File: config.mk
export PLATFORM = sky130hd
export DESIGN_NAME = adc_scan_telemetry_sequencer_flat
export DESIGN_NICKNAME = d
export VERILOG_FILES = /design/src/hdl/asts_pkg.sv /design/src/hdl/asts_tick_if.sv /design/src/hdl/asts_res_if.sv /design/src/hdl/asts_front.sv /design/src/hdl/asts_queue.sv /design/src/hdl/asts_back.sv /design/src/hdl/adc_scan_telemetry_sequencer.sv /design/src/flat_wrapper.sv
export SDC_FILE = /design/constraint.sdc
export NUM_CORES = 1
export LEC_CHECK = 0
export BUFFER_PORTS_ARGS = -buffer_cell sky130_fd_sc_hd__buf_2
export CORE_ASPECT_RATIO = 1.5
export CORE_MARGIN = 2
export CORE_UTILIZATION = 45
export CTS_CLUSTER_DIAMETER = 60
export DETAILED_ROUTE_END_ITERATION = 8
export GPL_TIMING_DRIVEN = 0
export HOLD_SLACK_MARGIN = 0.06
export SLEW_MARGIN = 40
export SYNTH_ARGS = -nofsm -noshare
export SYNTH_HDL_FRONTEND = slang
export SYNTH_SLANG_ARGS = --single-unit
export TNS_END_PERCENT = 100
File: constraint.sdc
create_clock -name clk -period 6.35 [get_ports clk]
set_input_delay 0.9525 -clock clk [delete_from_list [all_inputs] [get_ports clk]]
set_output_delay 0.9525 -clock clk [all_outputs]
set_load 0.02 [all_outputs]
File: src/hdl/asts_pkg.sv
// Shared types, codes and constants of the ADC scan and telemetry sequencer.
`default_nettype none

package asts_pkg;

  localparam int QUEUE_DEPTH_DEF = 2;
  localparam int CFG_DATA_W      = 16;
  localparam int PKT_LEN         = 8;
  localparam int PKT_IDX_W       = $clog2(PKT_LEN);

  // Run states and channel selection
  localparam logic [1:0] RUN_IDLE   = 2'd0;
  localparam logic [1:0] RUN_STREAM = 2'd2;
  localparam logic [1:0] CHAN_FIRST = 2'd1;

  // Reset values of the configuration registers
  localparam logic [1:0]  RUN_STATE_RST      = RUN_IDLE;
  localparam logic [1:0]  CHANNEL_MODE_RST   = CHAN_FIRST;
  localparam logic [15:0] STREAM_PERIOD_RST  = 16'd20;
  localparam logic [15:0] MONITOR_PERIOD_RST = 16'd20000;

  // Converter register addresses and values
  localparam logic [3:0] REG_ADDR_OSR = 4'h2;
  localparam logic [3:0] REG_ADDR_MUX = 4'h6;
  localparam logic [7:0] OSR_SLOW     = 8'h0E;
  localparam logic [7:0] OSR_FAST     = 8'h0C;
  localparam logic [7:0] MUX_CUR_A    = 8'h2C;
  localparam logic [7:0] MUX_CUR_B    = 8'h3C;
  localparam logic [7:0] MUX_VOLT_A   = 8'h01;
  localparam logic [7:0] MUX_VOLT_B   = 8'h45;
  localparam logic [7:0] MUX_TEMP     = 8'h6C;

  localparam logic [2:0] WAIT_OSR = 3'd4;
  localparam logic [2:0] WAIT_STD = 3'd1;

  // Packet framing
  localparam logic [7:0] SYNC_ONE = 8'hAA;
  localparam logic [7:0] SYNC_TWO = 8'h55;
  localparam logic [7:0] MON_MODE = 8'h03;

  typedef enum logic [1:0] {
    CFG_RUN_STATE      = 2'd0,
    CFG_CHANNEL_MODE   = 2'd1,
    CFG_STREAM_PERIOD  = 2'd2,
    CFG_MONITOR_PERIOD = 2'd3
  } cfg_idx_t;

  typedef enum logic [2:0] {
    BK_IDLE,
    BK_OSR,
    BK_MUX,
    BK_MEAS,
    BK_MON
  } bk_state_t;

  typedef struct packed {
    logic [7:0] mode;
    logic [7:0] d1;
    logic [7:0] d2;
    logic [7:0] d3;
    logic [7:0] d4;
    logic [7:0] chk;
  } pkt_t;

  // Everything one tick asks the back end to send
  typedef struct packed {
    logic       has_osr;
    logic [7:0] osr_val;
    logic       has_mux;
    logic [7:0] mux_val;
    logic       has_meas;
    pkt_t       meas;
    logic       has_mon;
    pkt_t       mon;
  } job_t;

  function automatic pkt_t make_pkt(input logic [7:0] mode, input logic [7:0] d1,
                                    input logic [7:0] d2, input logic [7:0] d3,
                                    input logic [7:0] d4);
    pkt_t p;
    p.mode = mode;
    p.d1   = d1;
    p.d2   = d2;
    p.d3   = d3;
    p.d4   = d4;
    p.chk  = mode ^ d1 ^ d2 ^ d3 ^ d4;
    return p;
  endfunction

endpackage

`default_nettype wire

File: src/hdl/asts_tick_if.sv
// Tick channel: converter word and fan speeds, valid/ready handshake.
`default_nettype none

interface asts_tick_if;
  logic              valid;
  logic              ready;
  logic signed [31:0] adc_sample;
  logic [7:0]        fan_one_speed;
  logic [7:0]        fan_two_speed;

  modport source (output valid, output adc_sample, output fan_one_speed,
                  output fan_two_speed, input ready);
  modport sink   (input valid, input adc_sample, input fan_one_speed,
                  input fan_two_speed, output ready);
endinterface

`default_nettype wire

File: src/hdl/asts_res_if.sv
// Result channel: converter register writes and serial bytes, valid/ready handshake.
`default_nettype none

interface asts_res_if;
  logic       valid;
  logic       ready;
  logic       out_kind;
  logic [3:0] conv_reg_addr;
  logic [7:0] conv_reg_value;
  logic [7:0] tx_byte;
  logic       last_of_run;

  modport source (output valid, output out_kind, output conv_reg_addr,
                  output conv_reg_value, output tx_byte, output last_of_run,
                  input ready);
  modport sink   (input valid, input out_kind, input conv_reg_addr,
                  input conv_reg_value, input tx_byte, input last_of_run,
                  output ready);
endinterface

`default_nettype wire

File: src/hdl/asts_front.sv
// Front end: configuration registers, scan and counter state, job building per tick.
`default_nettype none

module asts_front (
  input  wire logic               clk,
  input  wire logic               rst_n,
  input  wire logic               cfg_we,
  input  wire asts_pkg::cfg_idx_t cfg_index,
  input  wire logic [asts_pkg::CFG_DATA_W-1:0] cfg_data,
  asts_tick_if.sink               in_ch,
  input  wire logic               q_full,
  output logic                    push,
  output asts_pkg::job_t          push_job
);
  import asts_pkg::*;

  localparam logic [2:0] SLOT_LAST_VOLT = 3'd5;
  localparam logic [2:0] SLOT_TEMP_ONE  = 3'd6;
  localparam logic [2:0] SLOT_TEMP_TWO  = 3'd7;
  localparam logic [2:0] SLOT_SCAN_END  = 3'd6;

  logic [1:0]  run_state_r, channel_mode_r;
  logic [15:0] stream_period_r, monitor_period_r;

  logic [2:0]  slot_r, slot_nxt;
  logic [2:0]  wait_r, wait_nxt;
  logic [15:0] stream_r, stream_nxt;
  logic [15:0] mon_r, mon_nxt;
  logic [15:0] cur_r, cur_nxt;
  logic [15:0] volt_r, volt_nxt;
  logic [7:0]  temp_one_r, temp_one_nxt;
  logic [7:0]  temp_two_r, temp_two_nxt;

  logic        accept, active, first;
  logic [15:0] stream_inc, mon_inc;
  job_t        job;

  assign in_ch.ready = !q_full;
  assign accept      = in_ch.valid && in_ch.ready;
  assign active      = accept && (run_state_r != RUN_IDLE);
  assign first       = (channel_mode_r == CHAN_FIRST);
  assign stream_inc  = stream_r + 16'd1;
  assign mon_inc     = mon_r + 16'd1;

  always_ff @(posedge clk) begin
    if (!rst_n) begin
      run_state_r      <= RUN_STATE_RST;
      channel_mode_r   <= CHANNEL_MODE_RST;
      stream_period_r  <= STREAM_PERIOD_RST;
      monitor_period_r <= MONITOR_PERIOD_RST;
    end else if (cfg_we) begin
      unique case (cfg_index)
        CFG_RUN_STATE:      run_state_r      <= cfg_data[1:0];
        CFG_CHANNEL_MODE:   channel_mode_r   <= cfg_data[1:0];
        CFG_STREAM_PERIOD:  stream_period_r  <= cfg_data[15:0];
        CFG_MONITOR_PERIOD: monitor_period_r <= cfg_data[15:0];
        default: ;
      endcase
    end
  end

  always_comb begin
    slot_nxt     = slot_r;
    wait_nxt     = wait_r;
    stream_nxt   = stream_r;
    mon_nxt      = mon_r;
    cur_nxt      = cur_r;
    volt_nxt     = volt_r;
    temp_one_nxt = temp_one_r;
    temp_two_nxt = temp_two_r;
    job          = '0;

    if (active) begin
      if (wait_r != 3'd0) begin
        wait_nxt = wait_r - 3'd1;
      end else begin
        job.has_mux = 1'b1;
        if (slot_r < SLOT_SCAN_END) begin
          if (!slot_r[0]) begin
            cur_nxt     = in_ch.adc_sample[23:8];
            job.mux_val = first ? MUX_CUR_A : MUX_CUR_B;
          end else begin
            volt_nxt    = in_ch.adc_sample[23:8];
            job.mux_val = first ? MUX_VOLT_A : MUX_VOLT_B;
          end
        end else if (slot_r == SLOT_TEMP_ONE) begin
          temp_one_nxt = in_ch.adc_sample[23:16];
          job.mux_val  = MUX_TEMP;
        end else begin
          temp_two_nxt = in_ch.adc_sample[23:16];
          job.mux_val  = first ? MUX_VOLT_A : MUX_VOLT_B;
        end

        // oversampling changes around the temperature pair
        if (slot_r == SLOT_LAST_VOLT) begin
          job.has_osr = 1'b1;
          job.osr_val = OSR_SLOW;
          wait_nxt    = WAIT_OSR;
        end else if (slot_r == SLOT_TEMP_TWO) begin
          job.has_osr = 1'b1;
          job.osr_val = OSR_FAST;
          wait_nxt    = WAIT_STD;
        end else begin
          wait_nxt    = WAIT_STD;
        end
        slot_nxt = slot_r + 3'd1;
      end

      if (run_state_r == RUN_STREAM && stream_inc >= stream_period_r) begin
        stream_nxt   = 16'd0;
        job.has_meas = 1'b1;
        job.meas     = make_pkt({6'd0, channel_mode_r}, cur_nxt[15:8], cur_nxt[7:0],
                                volt_nxt[15:8], volt_nxt[7:0]);
      end else begin
        stream_nxt   = stream_inc;
      end

      if (mon_inc >= monitor_period_r) begin
        mon_nxt     = 16'd0;
        job.has_mon = 1'b1;
        job.mon     = make_pkt(MON_MODE, temp_one_nxt, temp_two_nxt,
                               in_ch.fan_one_speed, in_ch.fan_two_speed);
      end else begin
        mon_nxt     = mon_inc;
      end
    end
  end

  assign push     = active && (job.has_mux || job.has_meas || job.has_mon);
  assign push_job = job;

  always_ff @(posedge clk) begin
    if (!rst_n) begin
      slot_r     <= '0;
      wait_r     <= '0;
      stream_r   <= '0;
      mon_r      <= '0;
      cur_r      <= '0;
      volt_r     <= '0;
      temp_one_r <= '0;
      temp_two_r <= '0;
    end else begin
      slot_r     <= slot_nxt;
      wait_r     <= wait_nxt;
      stream_r   <= stream_nxt;
      mon_r      <= mon_nxt;
      cur_r      <= cur_nxt;
      volt_r     <= volt_nxt;
      temp_one_r <= temp_one_nxt;
      temp_two_r <= temp_two_nxt;
    end
  end

endmodule

`default_nettype wire

File: src/hdl/asts_queue.sv
// Job queue between the front end and the back end.
`default_nettype none

module asts_queue #(
  parameter int DEPTH = asts_pkg::QUEUE_DEPTH_DEF
) (
  input  wire logic           clk,
  input  wire logic           rst_n,
  input  wire logic           push,
  input  wire asts_pkg::job_t push_job,
  input  wire logic           pop,
  output logic                full,
  output logic                not_empty,
  output asts_pkg::job_t      head_job
);
  import asts_pkg::*;

  localparam int PTR_W = (DEPTH > 1) ? $clog2(DEPTH) : 1;
  localparam int CNT_W = $clog2(DEPTH + 1);

  job_t             mem_r [DEPTH];
  logic [PTR_W-1:0] wr_ptr_r, rd_ptr_r;
  logic [CNT_W-1:0] cnt_r;

  assign full      = (cnt_r == CNT_W'(DEPTH));
  assign not_empty = (cnt_r != '0);
  assign head_job  = mem_r[rd_ptr_r];

  function automatic logic [PTR_W-1:0] bump(input logic [PTR_W-1:0] p);
    return (p == PTR_W'(DEPTH - 1)) ? '0 : p + PTR_W'(1);
  endfunction

  always_ff @(posedge clk) begin
    if (push) begin
      mem_r[wr_ptr_r] <= push_job;
    end
  end

  always_ff @(posedge clk) begin
    if (!rst_n) begin
      wr_ptr_r <= '0;
      rd_ptr_r <= '0;
      cnt_r    <= '0;
    end else begin
      if (push) wr_ptr_r <= bump(wr_ptr_r);
      if (pop)  rd_ptr_r <= bump(rd_ptr_r);
      if (push && !pop)      cnt_r <= cnt_r + CNT_W'(1);
      else if (pop && !push) cnt_r <= cnt_r - CNT_W'(1);
    end
  end

  a_no_push_full: assert property (@(posedge clk) disable iff (!rst_n)
    push |-> !full) else $error("job queue written while full");

  a_no_pop_empty: assert property (@(posedge clk) disable iff (!rst_n)
    pop |-> not_empty) else $error("job queue read while empty");

endmodule

`default_nettype wire

File: src/hdl/asts_back.sv
// Back end: walks one job and sends its register writes and packet bytes.
`default_nettype none

module asts_back (
  input  wire logic           clk,
  input  wire logic           rst_n,
  input  wire logic           q_valid,
  input  wire asts_pkg::job_t q_job,
  output logic                q_pop,
  asts_res_if.source          out_ch
);
  import asts_pkg::*;

  bk_state_t              state_r, state_nxt;
  logic [PKT_IDX_W-1:0]   idx_r, idx_nxt;
  job_t                   job_r;

  logic                   out_valid_r;
  logic                   kind_r, last_r;
  logic [3:0]             addr_r;
  logic [7:0]             value_r, byte_r;

  logic                   emit_ok, emit;
  logic                   item_kind, item_last;
  logic [3:0]             item_addr;
  logic [7:0]             item_value, item_byte;
  bk_state_t              seg_n;

  // Segment that follows cur for this job; idle when nothing is left
  function automatic bk_state_t seg_after(input job_t j, input bk_state_t cur);
    bk_state_t s;
    s = BK_IDLE;
    if (cur == BK_IDLE && j.has_osr)
      s = BK_OSR;
    else if ((cur == BK_IDLE || cur == BK_OSR) && j.has_mux)
      s = BK_MUX;
    else if ((cur == BK_IDLE || cur == BK_OSR || cur == BK_MUX) && j.has_meas)
      s = BK_MEAS;
    else if (cur != BK_MON && j.has_mon)
      s = BK_MON;
    return s;
  endfunction

  function automatic logic [7:0] pkt_byte(input pkt_t p, input logic [PKT_IDX_W-1:0] i);
    logic [7:0] b;
    case (i)
      3'd0:    b = SYNC_ONE;
      3'd1:    b = SYNC_TWO;
      3'd2:    b = p.mode;
      3'd3:    b = p.d1;
      3'd4:    b = p.d2;
      3'd5:    b = p.d3;
      3'd6:    b = p.d4;
      default: b = p.chk;
    endcase
    return b;
  endfunction

  assign emit_ok = !out_valid_r || out_ch.ready;

  always_comb begin
    state_nxt  = state_r;
    idx_nxt    = idx_r;
    q_pop      = 1'b0;
    emit       = 1'b0;
    item_kind  = 1'b0;
    item_addr  = 4'd0;
    item_value = 8'd0;
    item_byte  = 8'd0;
    item_last  = 1'b0;
    seg_n      = seg_after(job_r, state_r);

    unique case (state_r)
      BK_IDLE: begin
        if (q_valid) begin
          q_pop     = 1'b1;
          state_nxt = seg_after(q_job, BK_IDLE);
          idx_nxt   = '0;
        end
      end
      BK_OSR, BK_MUX: begin
        item_addr  = (state_r == BK_OSR) ? REG_ADDR_OSR : REG_ADDR_MUX;
        item_value = (state_r == BK_OSR) ? job_r.osr_val : job_r.mux_val;
        if (emit_ok) begin
          emit      = 1'b1;
          state_nxt = seg_n;
          item_last = (seg_n == BK_IDLE);
        end
      end
      BK_MEAS, BK_MON: begin
        item_kind = 1'b1;
        item_byte = pkt_byte((state_r == BK_MEAS) ? job_r.meas : job_r.mon, idx_r);
        if (emit_ok) begin
          emit = 1'b1;
          if (idx_r != PKT_IDX_W'(PKT_LEN - 1)) begin
            idx_nxt = idx_r + PKT_IDX_W'(1);
          end else begin
            idx_nxt   = '0;
            state_nxt = seg_n;
            item_last = (seg_n == BK_IDLE);
          end
        end
      end
      default: state_nxt = BK_IDLE;
    endcase
  end

  always_ff @(posedge clk) begin
    if (!rst_n) begin
      state_r <= BK_IDLE;
      idx_r   <= '0;
    end else begin
      state_r <= state_nxt;
      idx_r   <= idx_nxt;
    end
  end

  always_ff @(posedge clk) begin
    if (q_pop) job_r <= q_job;
  end

  // Output register: hold while the receiver stalls
  always_ff @(posedge clk) begin
    if (!rst_n) begin
      out_valid_r <= 1'b0;
    end else if (emit) begin
      out_valid_r <= 1'b1;
    end else if (out_ch.ready) begin
      out_valid_r <= 1'b0;
    end
  end

  always_ff @(posedge clk) begin
    if (emit) begin
      kind_r  <= item_kind;
      addr_r  <= item_addr;
      value_r <= item_value;
      byte_r  <= item_byte;
      last_r  <= item_last;
    end
  end

  assign out_ch.valid          = out_valid_r;
  assign out_ch.out_kind       = kind_r;
  assign out_ch.conv_reg_addr  = addr_r;
  assign out_ch.conv_reg_value = value_r;
  assign out_ch.tx_byte        = byte_r;
  assign out_ch.last_of_run    = last_r;

  a_job_not_empty: assert property (@(posedge clk) disable iff (!rst_n)
    (state_r == BK_IDLE && q_valid) |=> (state_r != BK_IDLE))
    else $error("back end loaded a job with nothing to send");

endmodule

`default_nettype wire

File: src/hdl/adc_scan_telemetry_sequencer.sv
// Top level: ADC scan and telemetry sequencer.
//
// in_ch takes one tick per transfer (converter word and two fan bytes).
// out_ch gives converter register writes (out_kind 0) and serial packet bytes
// (out_kind 1); last_of_run marks the final result of a tick. cfg_we writes
// run_state, channel_mode, stream_period and monitor_period by index.
// The front end handles a tick in the cycle it is accepted and queues a job;
// ticks are taken every cycle while the job queue (QUEUE_DEPTH entries) has room.
// The back end sends one result per cycle from its output register while out_ch
// is ready; a tick's job passes through the queue and the back end's pop before its
// first result is registered, and each job holds the back end for its results plus
// the queue pop. Ticks that cause nothing queue no job.
// When out_ch stalls the output register holds, the back end stops, and ticks
// keep coming in until the queue fills.
// Reset (rst_n low, synchronous) clears the scan, counters, stored readings,
// queue and output, and loads the register defaults (idle, first pair, 20, 20000).
`default_nettype none

module adc_scan_telemetry_sequencer #(
  parameter int QUEUE_DEPTH = asts_pkg::QUEUE_DEPTH_DEF
) (
  input  wire logic               clk,
  input  wire logic               rst_n,
  input  wire logic               cfg_we,
  input  wire asts_pkg::cfg_idx_t cfg_index,
  input  wire logic [asts_pkg::CFG_DATA_W-1:0] cfg_data,
  asts_tick_if.sink               in_ch,
  asts_res_if.source              out_ch
);
  import asts_pkg::*;

  logic q_push, q_pop, q_full, q_not_empty;
  job_t push_job, head_job;

  asts_front u_front (
    .clk       (clk),
    .rst_n     (rst_n),
    .cfg_we    (cfg_we),
    .cfg_index (cfg_index),
    .cfg_data  (cfg_data),
    .in_ch     (in_ch),
    .q_full    (q_full),
    .push      (q_push),
    .push_job  (push_job)
  );

  asts_queue #(
    .DEPTH (QUEUE_DEPTH)
  ) u_queue (
    .clk       (clk),
    .rst_n     (rst_n),
    .push      (q_push),
    .push_job  (push_job),
    .pop       (q_pop),
    .full      (q_full),
    .not_empty (q_not_empty),
    .head_job  (head_job)
  );

  asts_back u_back (
    .clk     (clk),
    .rst_n   (rst_n),
    .q_valid (q_not_empty),
    .q_job   (head_job),
    .q_pop   (q_pop),
    .out_ch  (out_ch)
  );

endmodule

`default_nettype wire

File: src/flat_wrapper.sv
// flat-port wrapper written by rule: the top's interface ports become plain ports
module adc_scan_telemetry_sequencer_flat import asts_pkg::*;
#(
  parameter int QUEUE_DEPTH = asts_pkg::QUEUE_DEPTH_DEF
)
  (clk, rst_n, cfg_we, cfg_index, cfg_data, in_ch_valid, in_ch_adc_sample, in_ch_fan_one_speed, in_ch_fan_two_speed, in_ch_ready, out_ch_valid, out_ch_out_kind, out_ch_conv_reg_addr, out_ch_conv_reg_value, out_ch_tx_byte, out_ch_last_of_run, out_ch_ready);
  asts_tick_if in_ch_i ();
  asts_res_if out_ch_i ();
  input  wire logic clk;
  input  wire logic rst_n;
  input  wire logic cfg_we;
  input  wire asts_pkg::cfg_idx_t cfg_index;
  input  wire logic [asts_pkg::CFG_DATA_W-1:0] cfg_data;
  input wire logic [$bits(in_ch_i.valid)-1:0] in_ch_valid;
  input wire logic [$bits(in_ch_i.adc_sample)-1:0] in_ch_adc_sample;
  input wire logic [$bits(in_ch_i.fan_one_speed)-1:0] in_ch_fan_one_speed;
  input wire logic [$bits(in_ch_i.fan_two_speed)-1:0] in_ch_fan_two_speed;
  output wire logic [$bits(in_ch_i.ready)-1:0] in_ch_ready;
  output wire logic [$bits(out_ch_i.valid)-1:0] out_ch_valid;
  output wire logic [$bits(out_ch_i.out_kind)-1:0] out_ch_out_kind;
  output wire logic [$bits(out_ch_i.conv_reg_addr)-1:0] out_ch_conv_reg_addr;
  output wire logic [$bits(out_ch_i.conv_reg_value)-1:0] out_ch_conv_reg_value;
  output wire logic [$bits(out_ch_i.tx_byte)-1:0] out_ch_tx_byte;
  output wire logic [$bits(out_ch_i.last_of_run)-1:0] out_ch_last_of_run;
  input wire logic [$bits(out_ch_i.ready)-1:0] out_ch_ready;
  assign in_ch_i.valid = in_ch_valid;
  assign in_ch_i.adc_sample = in_ch_adc_sample;
  assign in_ch_i.fan_one_speed = in_ch_fan_one_speed;
  assign in_ch_i.fan_two_speed = in_ch_fan_two_speed;
  assign in_ch_ready = in_ch_i.ready;
  assign out_ch_valid = out_ch_i.valid;
  assign out_ch_out_kind = out_ch_i.out_kind;
  assign out_ch_conv_reg_addr = out_ch_i.conv_reg_addr;
  assign out_ch_conv_reg_value = out_ch_i.conv_reg_value;
  assign out_ch_tx_byte = out_ch_i.tx_byte;
  assign out_ch_last_of_run = out_ch_i.last_of_run;
  assign out_ch_i.ready = out_ch_ready;
  adc_scan_telemetry_sequencer #(.QUEUE_DEPTH(QUEUE_DEPTH)) u_core (.clk(clk), .rst_n(rst_n), .cfg_we(cfg_we), .cfg_index(cfg_index), .cfg_data(cfg_data), .in_ch(in_ch_i), .out_ch(out_ch_i));
endmodule
==> results of run 1 <==
-- cells by family (layout without fill, tap and decap cells) --
logic type / count (synthesis) / count (layout) / share of synthesized area, %
simple gates: 509 / 509 / 11.6
flops: 429 / 429 / 60.7
compound gates: 290 / 290 / 9.91
buf+inv: 145 / 295 / 3.12
mux: 124 / 124 / 7.26
xor+xnor: 96 / 96 / 4.42
fa+ha+maj: 45 / 45 / 2.96
other cells: 1 / 3 / 0.0197
-- cell usage after synthesis, drive strengths merged, types with 10 or more instances --
library cell,number
nor2b,10
nand3,32
o211ai,19
ha,45
a31oi,12
and3,32
a21oi,106
a222oi,12
nor2,109
dfxtp,134
edfxtp,295
mux2,92
clkbuf,64
nand2,276
xor2,29
mux2i,30
inv,51
o21ai,45
xnor2,67
a21boi,50
buf,30
-- worst max-delay path, cell delays in order (launching register included) --
cell and delay (ns):
dfxtp_1 0.41, and3_1 0.21, and3_1 0.15, clkbuf_2 0.17, and3_1 0.24, and3_1 0.27
nand3_1 0.11, xnor2_1 0.15, ha_1 0.30, nand2_1 0.07, nor2_1 0.17, nand2_1 0.09
o21ai_1 0.56, a211o_1 0.27, nand2_1 0.12, nor2_4 0.35, buf_8 0.25, buf_8 0.22
buf_8 0.21, buf_16 0.17
-- through the flow --
stage | instances | instance area [um2] | power, mW | setup slack, ns
2_1_floorplan | 1641 | 19000 | 4.32 | 0.909
3_3_place_gp | 2272 | 20100 | 4.74 | -1.22
3_5_place_dp | 2280 | 20200 | 4.76 | 1.54
4_1_cts | 2355 | 21600 | 7.28 | 1.51
5_1_grt | 2355 | 21600 | 7.50 | 1.16
6_report | 2355 | 21600 | 7.21 | 1.53
-- power groups by stage --
stage | clock [mW] | sequential (mW) | combinational [mW]
floorplan | 0 | 3.58 | 0.748
global placement | 0 | 3.54 | 1.19
detailed placement | 0 | 3.51 | 1.25
CTS | 2.58 | 3.45 | 1.25
global route | 2.68 | 3.47 | 1.35
finish | 2.53 | 3.45 | 1.24
-- cell type report --
type                       instances  area (um2)  area share, %
clock inverter                    24         307           1.42
inverter                          51         204          0.943
buffer                            94         405           1.87
multi-input combinational       1067        6910           32.0
clock buffer                      51        1070           4.96
timing repair buffer              75         483           2.23
tap                              564         706           3.26
sequential                       429       11500           53.4
-- final timing paths --
kind / slack [ns] / depth (start not counted) / from / endpoint
max: 1.53 / 19 / u_core.u_front.mon_r[2] / u_core.u_queue.mem_r[1][17]
min: 0.45 / 2 / u_core.u_front.stream_period_r[3] / u_core.u_front.stream_period_r[3]
max reg2reg: 1.53 / 19 / u_core.u_front.mon_r[2] / u_core.u_queue.mem_r[1][17]
min reg2reg: 0.45 / 2 / u_core.u_front.stream_period_r[3] / u_core.u_front.stream_period_r[3]
-- per-layer routing --
| metal | global-route usage, % | wire length [um] | vias up | share of wire (%) |
|---|---|---|---|---|
| li1 | - | - | 6080 | - |
| met1 | 24.0 | 17400 | 6077 | 37 |
| met2 | 39.5 | 24800 | 312 | 53 |
| met3 | 2.71 | 1850 | 120 | 3.9 |
| met4 | 12.3 | 2950 | 4 | 6.3 |
| met5 | 0 | 16 | - | 0.034 |
-- state kept, by name, summed over array words and instances, names as in the netlist, 16 cells and up, named ones only --
name	count
u_core.u_back.job_r	92
u_core.u_front.mon_r	16
u_core.u_front.stream_period_r	16
u_core.u_front.cur_r	16
u_core.u_front.monitor_period_r	16
u_core.u_front.volt_r	16
u_core.u_front.stream_r	16
u_core.u_queue.mem_r	184
==> impl_results.md, run 1 <==
- Post-route ant nets: 0
- Status: finished clean
- Synth cell types: 63
- P_leak: 7.87 nW
- Die area: roughly 44000 um2
- Starting DRT DRC Count: roughly 700
- Post-CTS setup buffer count: 0
- Endpoints failing setup: 0
- EDFF count, synth: ~300
- Final hold viol count: 0
- Mean Syn Cell Area: 11.6 um2
- Root buf cell: clkbuf_16
- Layout filler cell count: 3816
- Longest Clk Path Bufs: 3
- Most frequent cells in the layout: 295 x edfxtp_1, 276 x nand2_1, 134 x dfxtp_1
- Switching Fraction: around 27%
- Synth-to-layout area growth: 13.7%
- IO Count: between 90 and 100
- Vias in the first global route: about 13000
- Antenna Cells: 0
- NetSw: between 1.5 and 2 mW
- Combinational Power Share: 17.1%
- Fmax: 207 MHz
- Clock sink count: 429
- Clock power share: about a third
- Nature of the critical path endpoint: flop
- NumNets Final: roughly 1900
- Max Cap Violations: 0
- Clock-pin slew on the worst setup and hold paths: 0.06 ns
- Synth warn: 0
- Async set-reset flop share out of synthesis: 0%
- CTS hold repair buffers: 0
- Worst Path Required: 6.61 ns
- Starting Density: about 45%
- PostCTS Resize Cnt: 0
- Die width: approximately 170 um
- Worst vdd rail ir drop: approximately 0.21 mV
- Startpoint types: flop
- Skew-Pair Late Insertion Delay: approximately 0.55 ns
- Reg power frac: 47.8%
- Core area: around 42000 um2
- Wire per inst: roughly 20 um
- Post-Syn Instances: 1639
- Power Dens Cells: 334 nW/um2
- Final Util: 51.6%
- Critical path class: flop to flop
- CP max FO: 18
- Global-route wire length before repair: about 70 mm
- Share of cells above drive strength 1: about 15%
- Synth area leaders: edfxtp_1 47%, dfxtp_1 14%, mux2_2 5.4%
- Initial antenna violation count: 2
- Hold slack: 0.454 ns
- Total GRT Usage: 21.7%
- Port bufs: 67
- DP Wirelength: around 35 mm
- DRC: 0
- Largest net degree at the start of global routing: 60
- Slew of the pin with the lowest slew margin: between 0.7 and 0.8 ns
- GP Congestion: just under 0.9
- H-tree lvl count: 2
- Final worst-path cycle share: between 70% and 80%
- Clock Skews: roughly 0.015 ns
- Routed vias: around 13000
- Max Slew Vio Count: 0
- Final TNS setup: 0 ns
- Internal Power: about 5.3 mW
- Top_reg_cell synth: edfxtp_1
- Yosys top cell by area: edfxtp_1
- Yosys top cell area share: between 40% and 50%
- CTS tree: done
- Mapped cell area: between 15000 and 20000 um2
- Die Y: approximately 260 um
- Site Rows: 92
- RSZ-0062 raised after global routing: no
- DR vias/cell: between 5 and 6
- Slew margin rel.: between 40% and 50%
- Register area share after synthesis: 60.7%
- Routed wire length: about 47 mm
- #FFs+latches synth: 429
- Commonest non-fill, non-tap cell in the layout: edfxtp_1
- Pre-antenna DRT Iters: 6
- Min cycle time layout: around 4.8 ns
- Remaining Overflow, GRT: 0
- CP arrival: approximately 5.1 ns
- Num CTS Buffers: just over 40
- Worst hold path class: flop to flop
Power figures use the tool's default switching activity.
==> run 2, diff against run 1 <==
--- a/config.mk
+++ b/config.mk
@@ -5,6 +5,7 @@
 export SDC_FILE = /design/constraint.sdc
 export NUM_CORES = 1
 export LEC_CHECK = 0
+export ABC_AREA = 1
 export BUFFER_PORTS_ARGS = -buffer_cell sky130_fd_sc_hd__buf_2
 export CORE_ASPECT_RATIO = 1.5
 export CORE_MARGIN = 2
==> constraint.sdc (replaced) <==
create_clock -name clk -period 4.6 [get_ports clk]
set_input_delay 0.69 -clock clk [delete_from_list [all_inputs] [get_ports clk]]
set_output_delay 0.69 -clock clk [all_outputs]
set_load 0.02 [all_outputs]
==> run 2 against run 1 <==
Effect of this change:
- register-to-register slack got worse by 1.1 ns
- first-iteration DRC count is 14% higher
- sequential power is 47% higher
- cell count rose by 14%
- die area decreased by 0.50%
- critical path type unchanged
- highest routed layer unchanged
==> impl_results.md, run 2 <==
- CP max FO: 21
- Max Cap Violations: 0
- Area of the multi-input gates: 6300 um2
- Die Y: ~260 um
- CTS tree: done
- Worst vdd rail ir drop: roughly 0.30 mV
- Die width: approximately 170 um
- DRC: 0
- Worst Path Required: 4.87 ns
- Clock sink count: 429
- CTS hold repair buffers: 0
- Share of cells above drive strength 1: 11.0%
- Max Slew Vio Count: 0
- Nature of the critical path endpoint: flop
- Worst reg2reg path startpoint: u_core.u_front.stream_r[0]
- P_leak: 8.97 nW
- Register with the most flip-flops: u_core.u_queue.mem_r
- Clock-pin slew on the worst setup and hold paths: around 0.060 ns
- Top-count cell post-synth: nand2_1
- Routed vias: about 14000
- Final worst-path cycle share: about 90%
- Hold depth: 3
- Synth warn: 0
- Async set-reset flop share out of synthesis: 0%
- Commonest non-fill, non-tap cell in the layout: nand2_1
- Slew of the pin with the lowest slew margin: 0.816 ns
- Status: finished clean
- Skew-Pair Late Insertion Delay: about 0.56 ns
- Post-route ant nets: 0
- DP Wirelength: 36.7 mm
- Reg2reg end: u_core.u_queue.mem_r[1][23]
- Largest family of logic cells by synthesized area: simple AND/OR/NAND/NOR gates
- Hold Crit Start: cfg_data[5]
- Final hold viol count: 0
- Yosys top cell area share: a little under half
- Port bufs: between 70 and 80
- DR vias/cell: 5.03
- Longest Clk Path Bufs: 3
- Mux cell area share after synthesis: less than 1%
- Mapped cell area: 18900 um2
- Post-Synth Adder-Cell Area: a little under 3%
- Post-Syn Instances: just under 2000
- Routed wire length: approximately 50 mm
- CP arrival: 4.40 ns
- Fraction of the mapped netlist area in simple logic gates: roughly 17%
- Placed inst area: about 20000 um2
- H-tree lvl count: 2
- Fmax: 242 MHz
- Total GRT Usage: a little under a quarter
- Clock Skews: between 0.01 and 0.015 ns
- Min cycle time layout: between 4 and 5 ns
- Endpoints failing setup: 0
- Mean Syn Cell Area: about 9.7 um2
- Layout filler cell count: ~3800
- Pre-antenna DRT Iters: 5
- Top Registers: u_core.u_queue.mem_r (184), u_core.u_back.job_r (92)
- EDFF count, synth: slightly below 300
- Synth-to-layout area growth: 15.1%
- Wire per inst: 18.1 um
- Startpoint types: flop
- Top_reg_cell synth: edfxtp_1
- Final Util: between 50% and 60%
- Yosys top cell by area: edfxtp_1
- Site Rows: roughly 90
- GP Congestion: around 0.9
- Worst hold path class: primary input to flop
- Remaining Overflow, GRT: 0
- Slew margin rel.: a little under half
- #FFs+latches synth: 429
- Starting DRT DRC Count: approximately 800
- Die area: 43700 um2
- Root buf cell: clkbuf_16
- Worst R2R Setup Slack: between 0.4 and 0.5 ns
- Register area share after synthesis: about three fifths
- Most frequent cells in the layout: 488 x nand2_1, 295 x edfxtp_1, 193 x inv_1
- R2r worst-path depth: 21
- Core area: ~42000 um2
- Global-route wire length before repair: about 75 mm
- Hold endpoint: u_core.u_front.monitor_period_r[5]
- Initial antenna violation count: 5
- Vias in the first global route: about 13000
- Reg area: 11500 um2
- NumNets Final: 2206
- Compound-Gate Fraction of Synth Area: roughly a tenth
- Largest net degree at the start of global routing: 67
- Starting Density: between 40 and 50%
- Placed cell count: between 2000 and 3000
- Fin cells: 2692
- Power Dens Cells: slightly above 500 nW/um2
- Post-synthesis xor/xnor area fraction: approximately 3.3%
- Num CTS Buffers: 43
- Synth cell types: 47
- IO Count: 95
- Max FFs per register: 184
- Finished Cell Area: 21800 um2
- Synth area leaders: edfxtp_1 47%, dfxtp_1 14%, nand2_1 9.7%
- Critical path class: flop to flop
- Top cell types by occurrence after synthesis: 490 x nand2_1, 295 x edfxtp_1, 195 x inv_1
## run 2: kinds of logic (layout without fill, tap and decap cells)
family,after synthesis,count (layout)
AOI/OAI and AO/OA,345,345
xor gates and xnor gates,69,69
adders and majority gates,45,45
buffers and inverters,282,453
DFF,429,429
muxes,3,3
other,1,6
and+or+nand+nor,778,778
## run 2: worst max-delay path, cell delays in order, from the launching register on
cell and delay [ns]:
dfxtp_1 0.41, ha_1 0.22, nand3_1 0.13, inv_1 0.15
nand3_1 0.13, nor3_1 0.23, xor2_1 0.16, ha_1 0.32
nand4_1 0.10, nor2_1 0.12, nand2_1 0.06, inv_1 0.04
nand2_1 0.04, nand2_1 0.08, nand3_1 0.33, nand3_1 0.29
nand2_2 0.12, clkinvlp_4 0.15, buf_16 0.18, buf_16 0.18
buf_12 0.20, buf_16 0.18
## run 2: how the worst max path moves through the flow
stage,start,slack [ns],to
2_1_floorplan,u_core.u_front.mon_r[0],0.01,u_core.u_queue.mem_r[0][0]
3_3_place_gp,u_core.u_front.mon_r[0],-1.90,u_core.u_queue.mem_r[0][10]
3_5_place_dp,u_core.u_front.mon_r[0],-0.29,u_core.u_queue.mem_r[1][10]
4_1_cts,u_core.u_front.mon_r[0],0.05,u_core.u_queue.mem_r[1][22]
5_1_grt,u_core.u_front.stream_r[0],-0.005,u_core.u_queue.mem_r[1][23]
6_report,u_core.u_front.stream_r[0],0.47,u_core.u_queue.mem_r[1][23]
## run 2: stage by stage
step | TNS [ns] | setup WS, ns | power (mW) | hold WS (ns)
6_report | 0 | 0.472 | 11.0 | 0.378
2_1_floorplan | 0 | 0.0140 | 6.56 | 0.426
3_3_place_gp | -348.44 | -1.90 | 7.38 | 0.440
5_1_grt | -0.0555 | -0.00473 | 11.5 | 0.390
3_5_place_dp | -7.35 | -0.294 | 7.48 | 0.447
4_1_cts | 0 | 0.0460 | 11.1 | 0.359
## run 2: repair_timing
| action | in CTS | in global routing |
|---|---|---|
| cloned | 1 | 0 |
| setup buffers | 0 | 4 |
| pin swaps | 0 | 2 |
| hold endpoints to repair | 0 | 0 |
| setup endpoints to repair | 37 | 54 |
| gates resized for setup | 1 | 3 |
## run 2: final cells by class
type	count	share of cell area [%]
Timing Repair Buffer	90	2.93
Timing Repair inverter	1	0.0230
Sequential cell	429	53.0
Clock buffer	51	5.18
Multi-Input combinational cell	1243	28.9
Buffer	80	1.68
Antenna cell	3	0.0345
Inverter	202	3.53
Tap cell	564	3.24
Clock inverter	29	1.44
## run 2: where the power goes
part | switching, mW | internal [mW] | total (mW)
combinational | 1.66 | 0.655 | 2.32
sequential | 0.223 | 4.86 | 5.08
clock | 1.50 | 2.10 | 3.60
## run 2: per-layer routing
| metal | part of all wire [%] | wire length, um | global-route usage, % | vias up |
|---|---|---|---|---|
| li1 | - | - | - | 6780 |
| met5 | 0.049 | 24 | 0 | - |
| met1 | 37 | 18200 | 24.9 | 6292 |
| met3 | 4.3 | 2100 | 3.19 | 135 |
| met2 | 51 | 24900 | 40.8 | 341 |
| met4 | 7.2 | 3520 | 15.3 | 4 |
